### src/fss_pkg.sv
// Package for the fuzzy subsequence scorer: widths, action codes, character
// constants, score weights and the classified word passed from front to back.
// No dependencies.
`timescale 1ns / 1ps

package fss_pkg;

  localparam int MAX_QUERY = 64;
  localparam int QA_W      = (MAX_QUERY > 1) ? $clog2(MAX_QUERY) : 1;
  localparam int QLEN_W    = $clog2(MAX_QUERY + 1);
  localparam int ACT_W     = 2;
  localparam int CHAR_W    = 8;
  localparam int SCORE_W   = 16;
  localparam int SUM_W     = SCORE_W + 2;
  localparam int CNT_W     = QLEN_W;

  typedef enum logic [ACT_W-1:0] {
    ACT_CLEAR  = 2'd0,
    ACT_APPEND = 2'd1,
    ACT_PATH   = 2'd2
  } action_t;

  localparam logic [CHAR_W-1:0] CH_SLASH = 8'd47;
  localparam logic [CHAR_W-1:0] CH_UNDER = 8'd95;
  localparam logic [CHAR_W-1:0] CH_DASH  = 8'd45;
  localparam logic [CHAR_W-1:0] CH_DOT   = 8'd46;
  localparam logic [CHAR_W-1:0] CH_SPACE = 8'd32;
  localparam logic [CHAR_W-1:0] CH_UP_A  = 8'd65;
  localparam logic [CHAR_W-1:0] CH_UP_Z  = 8'd90;
  localparam logic [CHAR_W-1:0] CH_LO_A  = 8'd97;
  localparam logic [CHAR_W-1:0] CH_LO_Z  = 8'd122;
  localparam logic [CHAR_W-1:0] CASE_OFS = 8'd32;

  localparam int BONUS_W = 7;
  localparam logic [BONUS_W-1:0] PTS_MATCH    = 7'd16;
  localparam logic [BONUS_W-1:0] PTS_BOUNDARY = 7'd30;
  localparam logic [BONUS_W-1:0] PTS_RUN      = 7'd15;
  localparam logic [BONUS_W-1:0] PTS_START    = 7'd20;

  // Classified word: folded byte plus the flags the scorer needs.
  typedef struct packed {
    action_t           op;
    logic [CHAR_W-1:0] folded;
    logic              is_upper;
    logic              is_lower;
    logic              is_sep;
    logic              is_slash;
    logic              last;
  } item_t;

endpackage

### src/fss_in_if.sv
// Input channel of the fuzzy subsequence scorer: valid/ready plus payload.
// Depends on fss_pkg.
`timescale 1ns / 1ps

interface fss_in_if import fss_pkg::*; ();
  logic              valid;
  logic              ready;
  logic [ACT_W-1:0]  action;
  logic [CHAR_W-1:0] char_code;
  logic              last_char;

  modport source (output valid, action, char_code, last_char, input ready);
  modport sink   (input valid, action, char_code, last_char, output ready);
endinterface

### src/fss_out_if.sv
// Result channel of the fuzzy subsequence scorer: valid/ready plus payload.
// Depends on fss_pkg.
`timescale 1ns / 1ps

interface fss_out_if import fss_pkg::*; ();
  logic                      valid;
  logic                      ready;
  logic                      matched;
  logic signed [SCORE_W-1:0] score;

  modport source (output valid, matched, score, input ready);
  modport sink   (input valid, matched, score, output ready);
endinterface

### src/fss_front.sv
// Front end: accepts input words, drops unused action codes, folds case and
// tags each byte with its character class. Depends on fss_pkg, fss_in_if.
`timescale 1ns / 1ps

module fss_front import fss_pkg::*; (
  fss_in_if.sink in_chan,
  input  logic   q_full,
  output logic   push,
  output item_t  push_item
);

  logic [CHAR_W-1:0] c;
  logic              up;

  assign c  = in_chan.char_code;
  assign up = (c >= CH_UP_A) && (c <= CH_UP_Z);

  assign in_chan.ready = !q_full;

  always_comb begin
    push = in_chan.valid && !q_full &&
           (in_chan.action inside {ACT_CLEAR, ACT_APPEND, ACT_PATH});
    push_item.op       = action_t'(in_chan.action);
    push_item.folded   = up ? (c + CASE_OFS) : c;
    push_item.is_upper = up;
    push_item.is_lower = (c >= CH_LO_A) && (c <= CH_LO_Z);
    push_item.is_sep   = (c inside {CH_SLASH, CH_UNDER, CH_DASH, CH_DOT, CH_SPACE});
    push_item.is_slash = (c == CH_SLASH);
    // last only ends a path; drop it on query edits
    push_item.last     = in_chan.last_char && (in_chan.action == ACT_PATH);
  end

endmodule

### src/fss_queue.sv
// Two-entry queue of classified words between front and back end.
// Depends on fss_pkg.
`timescale 1ns / 1ps

module fss_queue import fss_pkg::*; (
  input  logic  clk,
  input  logic  rst_n,
  input  logic  push,
  input  item_t push_item,
  output logic  full,
  input  logic  pop,
  output logic  pop_valid,
  output item_t pop_item
);

  item_t       slot_r [2];
  logic        wr_ptr_r;
  logic        rd_ptr_r;
  logic [1:0]  count_r;

  assign full      = (count_r == 2'd2);
  assign pop_valid = (count_r != 2'd0);
  assign pop_item  = slot_r[rd_ptr_r];

  always_ff @(posedge clk) begin
    if (!rst_n) begin
      wr_ptr_r <= 1'b0;
      rd_ptr_r <= 1'b0;
      count_r  <= 2'd0;
    end else begin
      if (push) wr_ptr_r <= !wr_ptr_r;
      if (pop)  rd_ptr_r <= !rd_ptr_r;
      case ({push, pop})
        2'b10:   count_r <= count_r + 2'd1;
        2'b01:   count_r <= count_r - 2'd1;
        default: count_r <= count_r;
      endcase
    end
  end

  always_ff @(posedge clk) begin
    if (push) slot_r[wr_ptr_r] <= push_item;
  end

endmodule

### src/fss_back.sv
// Back end: query store, greedy match, scoring and the result register.
// Depends on fss_pkg, fss_out_if.
`timescale 1ns / 1ps

module fss_back import fss_pkg::*; (
  input  logic    clk,
  input  logic    rst_n,
  input  logic    pop_valid,
  input  item_t   pop_item,
  output logic    pop,
  fss_out_if.source out_chan
);

  function automatic logic signed [SCORE_W-1:0] sat16(input logic signed [SUM_W-1:0] v);
    logic signed [SUM_W-1:0] hi;
    logic signed [SUM_W-1:0] lo;
    hi = SUM_W'(2**(SCORE_W-1) - 1);
    lo = -SUM_W'(2**(SCORE_W-1));
    if (v > hi)      sat16 = SCORE_W'(hi);
    else if (v < lo) sat16 = SCORE_W'(lo);
    else             sat16 = v[SCORE_W-1:0];
  endfunction

  // query store, folded bytes
  logic [CHAR_W-1:0] qmem [MAX_QUERY];
  logic [CHAR_W-1:0] rd_r;      // store[qpos + 1]
  logic [CHAR_W-1:0] cur_r, cur_nxt;   // store[qpos]
  logic [CHAR_W-1:0] q0_r, q0_nxt;     // store[0]

  logic [QLEN_W-1:0] qlen_r, qlen_nxt;
  logic [QLEN_W-1:0] qpos_r, qpos_nxt;
  logic [CNT_W-1:0]  pend_r, pend_nxt;
  logic signed [SCORE_W-1:0] score_r, score_nxt;
  logic run_r, run_nxt;
  logic prev_sep_r, prev_sep_nxt;
  logic prev_lower_r, prev_lower_nxt;
  logic start_r, start_nxt;

  logic                      out_valid_r, out_valid_nxt;
  logic                      out_matched_r, out_matched_nxt;
  logic signed [SCORE_W-1:0] out_score_r, out_score_nxt;

  logic              take, do_path, do_append, do_clear, active, hit, miss, restart;
  logic              wr_en;
  logic [QA_W-1:0]   wr_addr, rd_addr;
  logic [BONUS_W-1:0] bonus;
  logic signed [SUM_W-1:0] step_sum, final_sum;
  logic [CNT_W+2:0]  pend_x10;
  logic              ok;

  assign take = pop_valid && (!out_valid_r || out_chan.ready);
  assign pop  = take;

  assign out_chan.valid   = out_valid_r;
  assign out_chan.matched = out_matched_r;
  assign out_chan.score   = out_score_r;

  always_comb begin
    do_path   = take && (pop_item.op == ACT_PATH);
    do_append = take && (pop_item.op == ACT_APPEND);
    do_clear  = take && (pop_item.op == ACT_CLEAR);
    active    = (qpos_r < qlen_r);
    hit       = do_path && active && (pop_item.folded == cur_r);
    miss      = do_path && active && !hit;

    bonus = PTS_MATCH;
    if (prev_sep_r || (prev_lower_r && pop_item.is_upper)) bonus = bonus + PTS_BOUNDARY;
    if (run_r)   bonus = bonus + PTS_RUN;
    if (start_r) bonus = bonus + PTS_START;

    step_sum = SUM_W'(score_r) + (hit ? SUM_W'(bonus) : -SUM_W'(1));

    // path step
    score_nxt      = score_r;
    qpos_nxt       = qpos_r;
    pend_nxt       = pend_r;
    run_nxt        = run_r;
    prev_sep_nxt   = prev_sep_r;
    prev_lower_nxt = prev_lower_r;
    start_nxt      = start_r;
    cur_nxt        = cur_r;
    if (hit || miss) begin
      score_nxt      = sat16(step_sum);
      run_nxt        = hit;
      prev_sep_nxt   = pop_item.is_sep;
      prev_lower_nxt = pop_item.is_lower;
    end
    if (hit) begin
      qpos_nxt = qpos_r + QLEN_W'(1);
      pend_nxt = pend_r + CNT_W'(1);
      cur_nxt  = rd_r;
    end
    if (do_path) begin
      if (pop_item.is_slash) pend_nxt = '0;
      start_nxt = 1'b0;
    end

    // result of the path's last byte
    pend_x10  = {pend_nxt, 3'b000} + {2'b00, pend_nxt, 1'b0};
    final_sum = SUM_W'(score_nxt) + SUM_W'(pend_x10);
    ok        = (qpos_nxt >= qlen_r);

    out_valid_nxt   = out_valid_r && !out_chan.ready;
    out_matched_nxt = out_matched_r;
    out_score_nxt   = out_score_r;
    if (do_path && pop_item.last) begin
      out_valid_nxt   = 1'b1;
      out_matched_nxt = ok;
      out_score_nxt   = (ok && (qlen_r != '0)) ? sat16(final_sum) : '0;
    end

    // query edits
    qlen_nxt = qlen_r;
    q0_nxt   = q0_r;
    wr_en    = 1'b0;
    wr_addr  = qlen_r[QA_W-1:0];
    if (do_clear) qlen_nxt = '0;
    if (do_append && (qlen_r < QLEN_W'(MAX_QUERY))) begin
      wr_en    = 1'b1;
      qlen_nxt = qlen_r + QLEN_W'(1);
      if (qlen_r == '0) q0_nxt = pop_item.folded;
    end

    // restart the path: back to store[0]
    restart = do_clear || do_append || (do_path && pop_item.last);
    if (restart) begin
      score_nxt      = '0;
      qpos_nxt       = '0;
      pend_nxt       = '0;
      run_nxt        = 1'b0;
      prev_sep_nxt   = 1'b1;
      prev_lower_nxt = 1'b0;
      start_nxt      = 1'b1;
      cur_nxt        = q0_nxt;
    end

    // prefetch store[qpos_nxt + 1]
    if (restart)  rd_addr = QA_W'(1);
    else if (hit) rd_addr = qpos_r[QA_W-1:0] + QA_W'(2);
    else          rd_addr = qpos_r[QA_W-1:0] + QA_W'(1);
  end

  always_ff @(posedge clk) begin
    if (wr_en) qmem[wr_addr] <= pop_item.folded;
    rd_r <= (wr_en && (wr_addr == rd_addr)) ? pop_item.folded : qmem[rd_addr];
  end

  always_ff @(posedge clk) begin
    if (!rst_n) begin
      qlen_r       <= '0;
      qpos_r       <= '0;
      pend_r       <= '0;
      score_r      <= '0;
      run_r        <= 1'b0;
      prev_sep_r   <= 1'b1;
      prev_lower_r <= 1'b0;
      start_r      <= 1'b1;
      out_valid_r  <= 1'b0;
    end else begin
      qlen_r       <= qlen_nxt;
      qpos_r       <= qpos_nxt;
      pend_r       <= pend_nxt;
      score_r      <= score_nxt;
      run_r        <= run_nxt;
      prev_sep_r   <= prev_sep_nxt;
      prev_lower_r <= prev_lower_nxt;
      start_r      <= start_nxt;
      out_valid_r  <= out_valid_nxt;
    end
  end

  always_ff @(posedge clk) begin
    cur_r         <= cur_nxt;
    q0_r          <= q0_nxt;
    out_matched_r <= out_matched_nxt;
    out_score_r   <= out_score_nxt;
  end

endmodule

### src/fuzzy_subsequence_scorer.sv
// Top level of the fuzzy subsequence scorer: front end, queue, back end.
// Depends on fss_pkg, fss_in_if, fss_out_if, fss_front, fss_queue, fss_back.
`timescale 1ns / 1ps

// The scorer takes one word per clock on in_chan: clear the query, append a
// query byte (up to 64 are kept, more are ignored) or feed one path byte.
// Each path is matched greedily and case-insensitively against the query;
// the byte flagged last_char produces one result word on out_chan with
// matched and a saturating 16-bit score (0 when unmatched or the query is
// empty). Sustained rate is one word per cycle with no gaps for any mix of
// actions while results are taken: the query sits in a 64-byte store with
// one write and one read port, read once per cycle one entry ahead of the
// current match position, so a match never waits on a read. The last path
// byte passes through the two-word queue and its result is held in the
// output register. While a result waits to be taken the queue absorbs up to
// two more words, then the input stalls.
module fuzzy_subsequence_scorer import fss_pkg::*; (
  input logic       clk,
  input logic       rst_n,
  fss_in_if.sink    in_chan,
  fss_out_if.source out_chan
);

  logic  push, pop, q_full, pop_valid;
  item_t push_item, pop_item;

  // classify bytes and gate on queue space
  fss_front u_front (
    .in_chan   (in_chan),
    .q_full    (q_full),
    .push      (push),
    .push_item (push_item)
  );

  // hold classified words until the back end is free
  fss_queue u_queue (
    .clk       (clk),
    .rst_n     (rst_n),
    .push      (push),
    .push_item (push_item),
    .full      (q_full),
    .pop       (pop),
    .pop_valid (pop_valid),
    .pop_item  (pop_item)
  );

  // match, score and drive the result word
  fss_back u_back (
    .clk       (clk),
    .rst_n     (rst_n),
    .pop_valid (pop_valid),
    .pop_item  (pop_item),
    .pop       (pop),
    .out_chan  (out_chan)
  );

endmodule
### src/flat_wrapper.sv
// flat-port wrapper written by rule: the top's interface ports become plain ports
module fuzzy_subsequence_scorer_flat import fss_pkg::*;
  (clk, rst_n, in_chan_valid, in_chan_action, in_chan_char_code, in_chan_last_char, in_chan_ready, out_chan_valid, out_chan_matched, out_chan_score, out_chan_ready);
  fss_in_if in_chan_i ();
  fss_out_if out_chan_i ();
  input logic clk;
  input logic rst_n;
  input wire logic [$bits(in_chan_i.valid)-1:0] in_chan_valid;
  input wire logic [$bits(in_chan_i.action)-1:0] in_chan_action;
  input wire logic [$bits(in_chan_i.char_code)-1:0] in_chan_char_code;
  input wire logic [$bits(in_chan_i.last_char)-1:0] in_chan_last_char;
  output wire logic [$bits(in_chan_i.ready)-1:0] in_chan_ready;
  output wire logic [$bits(out_chan_i.valid)-1:0] out_chan_valid;
  output wire logic [$bits(out_chan_i.matched)-1:0] out_chan_matched;
  output wire logic [$bits(out_chan_i.score)-1:0] out_chan_score;
  input wire logic [$bits(out_chan_i.ready)-1:0] out_chan_ready;
  assign in_chan_i.valid = in_chan_valid;
  assign in_chan_i.action = in_chan_action;
  assign in_chan_i.char_code = in_chan_char_code;
  assign in_chan_i.last_char = in_chan_last_char;
  assign in_chan_ready = in_chan_i.ready;
  assign out_chan_valid = out_chan_i.valid;
  assign out_chan_matched = out_chan_i.matched;
  assign out_chan_score = out_chan_i.score;
  assign out_chan_i.ready = out_chan_ready;
  fuzzy_subsequence_scorer u_core (.clk(clk), .rst_n(rst_n), .in_chan(in_chan_i), .out_chan(out_chan_i));
endmodule
### config.mk
export PLATFORM = sky130hd
export DESIGN_NAME = fuzzy_subsequence_scorer_flat
export DESIGN_NICKNAME = d
export VERILOG_FILES = /design/src/fss_pkg.sv /design/src/fss_in_if.sv /design/src/fss_out_if.sv /design/src/fss_front.sv /design/src/fss_queue.sv /design/src/fss_back.sv /design/src/fuzzy_subsequence_scorer.sv /design/src/flat_wrapper.sv
export SDC_FILE = /design/constraint.sdc
export NUM_CORES = 1
export LEC_CHECK = 0
export BUFFER_PORTS_ARGS = -buffer_cell sky130_fd_sc_hd__buf_2
export CAP_MARGIN = 20
export CORE_ASPECT_RATIO = 0.9
export CORE_MARGIN = 1.5
export CORE_UTILIZATION = 40
export DETAILED_ROUTE_END_ITERATION = 8
export PLACE_DENSITY = 0.54
export SLEW_MARGIN = 20
export SYNTH_ARGS = -nofsm -noshare
export SYNTH_HDL_FRONTEND = slang
export SYNTH_SLANG_ARGS = --single-unit
### constraint.sdc
create_clock -name clk -period 16.57 [get_ports clk]
set_clock_uncertainty 0.05 [all_clocks]
set_input_delay 0 -clock clk [delete_from_list [all_inputs] [get_ports clk]]
set_output_delay 0 -clock clk [all_outputs]
set_load 0.01 [all_outputs]
==> flow_summary.json <==
{
  "crit_type": "flip-flop to flip-flop",
  "fin_hold_ws_ns": 0.117,
  "area_delta_synth_final_pct": 12.8,
  "cap_violations": 0,
  "cts_hold_buf": 17,
  "final_hold_viol_count": 0,
  "worstPathRequired_ns": 16.95,
  "r2r_cells": 28,
  "cts-root-buf": "clkbuf_16",
  "grt_pass1_wl_um": 91300,
  "grt_pass1_vias": 13900,
  "p_leak_nw": 9.84,
  "die_w_um": 275,
  "clk_latency_ns": 0.62,
  "ys_async_sr_fraction_pct": 0,
  "fin_crit_sh_pct": 57.9,
  "post_cts_buffers": 0,
  "clkTransAtPathRegs_ns": 0.06,
  "crit_top_cell": "a21oi_1",
  "synth_most_common_cell": "edfxtp_1",
  "arrival_ns": 9.98,
  "antennaDiodeCount": 0,
  "ys.flop_type": "edfxtp_1",
  "crit_path_end_kind": "flip-flop",
  "core_area_um2": 65800,
  "ir_drop_mv": 0.0826,
  "remaining_drc_errors": 0,
  "hpwl_um": 38000,
  "nets": 1698,
  "setup_viol": 0,
  "wl_um": 61200,
  "io_buffers": 33,
  "fmax_ghz": 0.104,
  "grt_util_all_layers_pct": 18.3,
  "critPathLaunchType": "flip-flop",
  "rr_endpoint": "u_core.u_back.out_chan.score[0]$_SDFFCE_PN0P_",
  "tightestPinTransition_ns": 1.14,
  "rsz0062_at_grt": "no",
  "wl_per_cell_um": 24.2,
  "synth_nets": 1628,
  "numCtsBuffers": 68,
  "fin_util_pct": 45.7,
  "cts.sink_count": 628,
  "min_to": "u_core.u_queue.slot_r[1][14]$_DFFE_PP_",
  "grt.overflow.total": 0,
  "finalCriticalPeriod_ns": 9.60,
  "slew_viol_final": 0,
  "postRouteAntennaNets": 0,
  "die_h_um": 248,
  "max-slew-margin-rel_pct": 23.8,
  "clock_path_buffers": 3,
  "cpLargestDelayFamily": "compound AO/OA/AOI/OAI gates",
  "netlist_instances": 1553,
  "synth_top_area_cell": "edfxtp_1",
  "slowest_stage": "nand4_2",
  "ys_top_cells_by_count": "567 x edfxtp_1, 168 x mux4_2, 137 x nor2_1",
  "antenna_found_initial": 0,
  "power_density_nw_per_um2": 123,
  "setup_tns_ns": 0,
  "synth_top_area_share_pct": 63.8,
  "synth_area_um2": 26700,
  "slowest_delay_ns": 0.67,
  "yosysUniqueCellTypes": 72,
  "cts_max_level": 3,
  "drt-initial-drc-count": 1222,
  "path_buf_inv": 2,
  "cts_tree": "done",
  "initial_utilization_pct": 40.5,
  "drive_gt1_share_pct": 20.3,
  "pin_count": 34,
  "grt_max_degree": 84,
  "status": "finished clean",
  "row_count": 89,
  "worstHoldStart": "in_chan_action[1]",
  "cp_max_fo": 28,
  "ys_ff_latch": 628,
  "drtPass1Iterations": 7,
  "vias": 14100,
  "synth_area_leaders": "edfxtp_1 64%, mux4_2 14%, dfxtp_1 4.6%, ha_1 2.7%, nor2_1 1.9%",
  "hold_depth": 2,
  "cts_resized": 0,
  "drt-vias-per-instance": 5.57,
  "ys_seq_area_share_pct": 68.4,
  "synth.avg_cell_area_um2": 17.2,
  "synth-edff-count": 567,
  "ys_warn_count": 0,
  "r2r_setup_slack_ns": 6.97,
  "hp-class": "primary input to flip-flop",
  "dieArea_um2": 68300,
  "globalplace.congestion": 0.859
}
[state kept, by name, summed over array words and instances (netlist names), 8 cells and up, named ones only]
signal,flops
u_core.u_queue.slot_r,30
u_core.u_back.qmem,512
u_core.u_back.cur_r,8
u_core.u_back.q0_r,8
u_core.u_back.score_r,16
u_core.u_back.out_chan.score,16
[area by class of cell]
type	count	area, um^2
repair buffers	64	498
clock buffers	88	1830
multi-input cells	825	8060
well taps	864	1080
flip-flops and latches	628	18300
inverters	36	144
fillers	5635	35700
clock inverters	26	224
[cell usage in the layout, fill, tap and decap left out, types with 3 or more instances in the layout]
| cell | Yosys | final |
|---|---|---|
| nand2b_1 | 11 | 11 |
| o211ai_1 | 3 | 3 |
| or2_2 | 5 | 5 |
| clkinv_16 | 0 | 3 |
| nand4_1 | 8 | 8 |
| a21o_1 | 22 | 22 |
| buf_2 | 1 | 33 |
| and3_1 | 16 | 16 |
| dfxtp_1 | 61 | 58 |
| nor2b_1 | 14 | 14 |
| edfxtp_1 | 567 | 567 |
| buf_12 | 0 | 3 |
| clkbuf_1 | 47 | 17 |
| buf_4 | 0 | 10 |
| a31oi_1 | 4 | 4 |
| nand2_1 | 65 | 64 |
| mux2_2 | 13 | 13 |
| o22ai_1 | 5 | 5 |
| a211oi_1 | 5 | 5 |
| o21a_1 | 8 | 8 |
| clkinv_2 | 0 | 6 |
| a21oi_1 | 61 | 61 |
| clkbuf_16 | 0 | 70 |
| and2_1 | 8 | 8 |
| inv_1 | 35 | 27 |
| o21ai_0 | 37 | 37 |
| xnor2_1 | 35 | 35 |
| ha_1 | 57 | 57 |
| nand3_1 | 30 | 30 |
| xor2_1 | 15 | 15 |
| mux2i_1 | 13 | 13 |
| nor3_1 | 25 | 25 |
| clkinv_1 | 1 | 16 |
| dlygate4sd3_1 | 0 | 17 |
| fa_1 | 3 | 3 |
| inv_2 | 0 | 3 |
| mux4_2 | 168 | 168 |
| nand3b_1 | 4 | 4 |
| nor2_1 | 137 | 136 |
[layer usage]
metal,track usage [%],vias up,share of wire (%)
li1,-,6325,-
met1,26.7,7354,46
met2,28.8,328,48
met3,2.89,92,4.6
met4,4.84,0,2.1
met5,0,-,0
[worst max path at each step]
| stage | from | end | slack [ns] | depth (start not counted) |
|---|---|---|---|---|
| 2_1_floorplan | u_core.u_back.qlen_r[3]$_SDFFE_PN0P_ | u_core.u_back.out_chan.score[0]$_SDFFCE_PN0P_ | 8.87 | 30 |
| 3_3_place_gp | flip-flop | u_core.u_back.out_chan.score[0]$_SDFFCE_PN0P_ | 7.40 | 28 |
| 6_report | flip-flop | u_core.u_back.out_chan.score[0]$_SDFFCE_PN0P_ | 6.97 | 28 |
| 5_1_grt | flip-flop | u_core.u_back.out_chan.score[0]$_SDFFCE_PN0P_ | 6.07 | 27 |
| 4_1_cts | flip-flop | u_core.u_back.out_chan.score[0]$_SDFFCE_PN0P_ | 7.01 | 28 |
| 3_5_place_dp | flip-flop | u_core.u_back.out_chan.score[0]$_SDFFCE_PN0P_ | 7.06 | 28 |
[worst reg2reg max path, delay by kind of cell (launching register included)]
kind | cells | cell delay [ns]
buffers and inverters | 2 | 0.96
AOI/OAI and AO/OA | 15 | 4.36
DFF | 1 | 0.59
adders and majority gates | 2 | 0.71
and+or+nand+nor | 9 | 2.78
[per-stage QoR]
step / total power [mW] / std cells / area, um^2 / setup slack, ns
after floorplan: 2.18 / 1553 / 26700 / 8.87
after global placement: 2.31 / 2397 / 27800 / 7.40
after detailed placement: 2.33 / 2399 / 27800 / 7.06
after CTS: 3.74 / 2530 / 30100 / 7.01
after global routing: 3.84 / 2531 / 30100 / 6.07
final: 3.71 / 2531 / 30100 / 6.97
[report_power, final]
group	switching [mW]	internal, mW	leakage (nW)
logic	0.293	0.113	3.24
registers	0.0216	1.87	5.61
clock network	0.614	0.798	0.983
[logic make-up (layout without fill, tap and decap cells)]
family | Yosys count | count (layout) | synth area share, %
compound gates | 184 | 184 | 4.52
xor+xnor | 50 | 50 | 1.64
fa+ha+maj | 60 | 60 | 2.90
buf+inv | 100 | 214 | 1.44
flops | 628 | 628 | 68.4
mux | 194 | 194 | 15.2
simple gates | 337 | 337 | 5.90
Power figures use the tool's default switching activity.
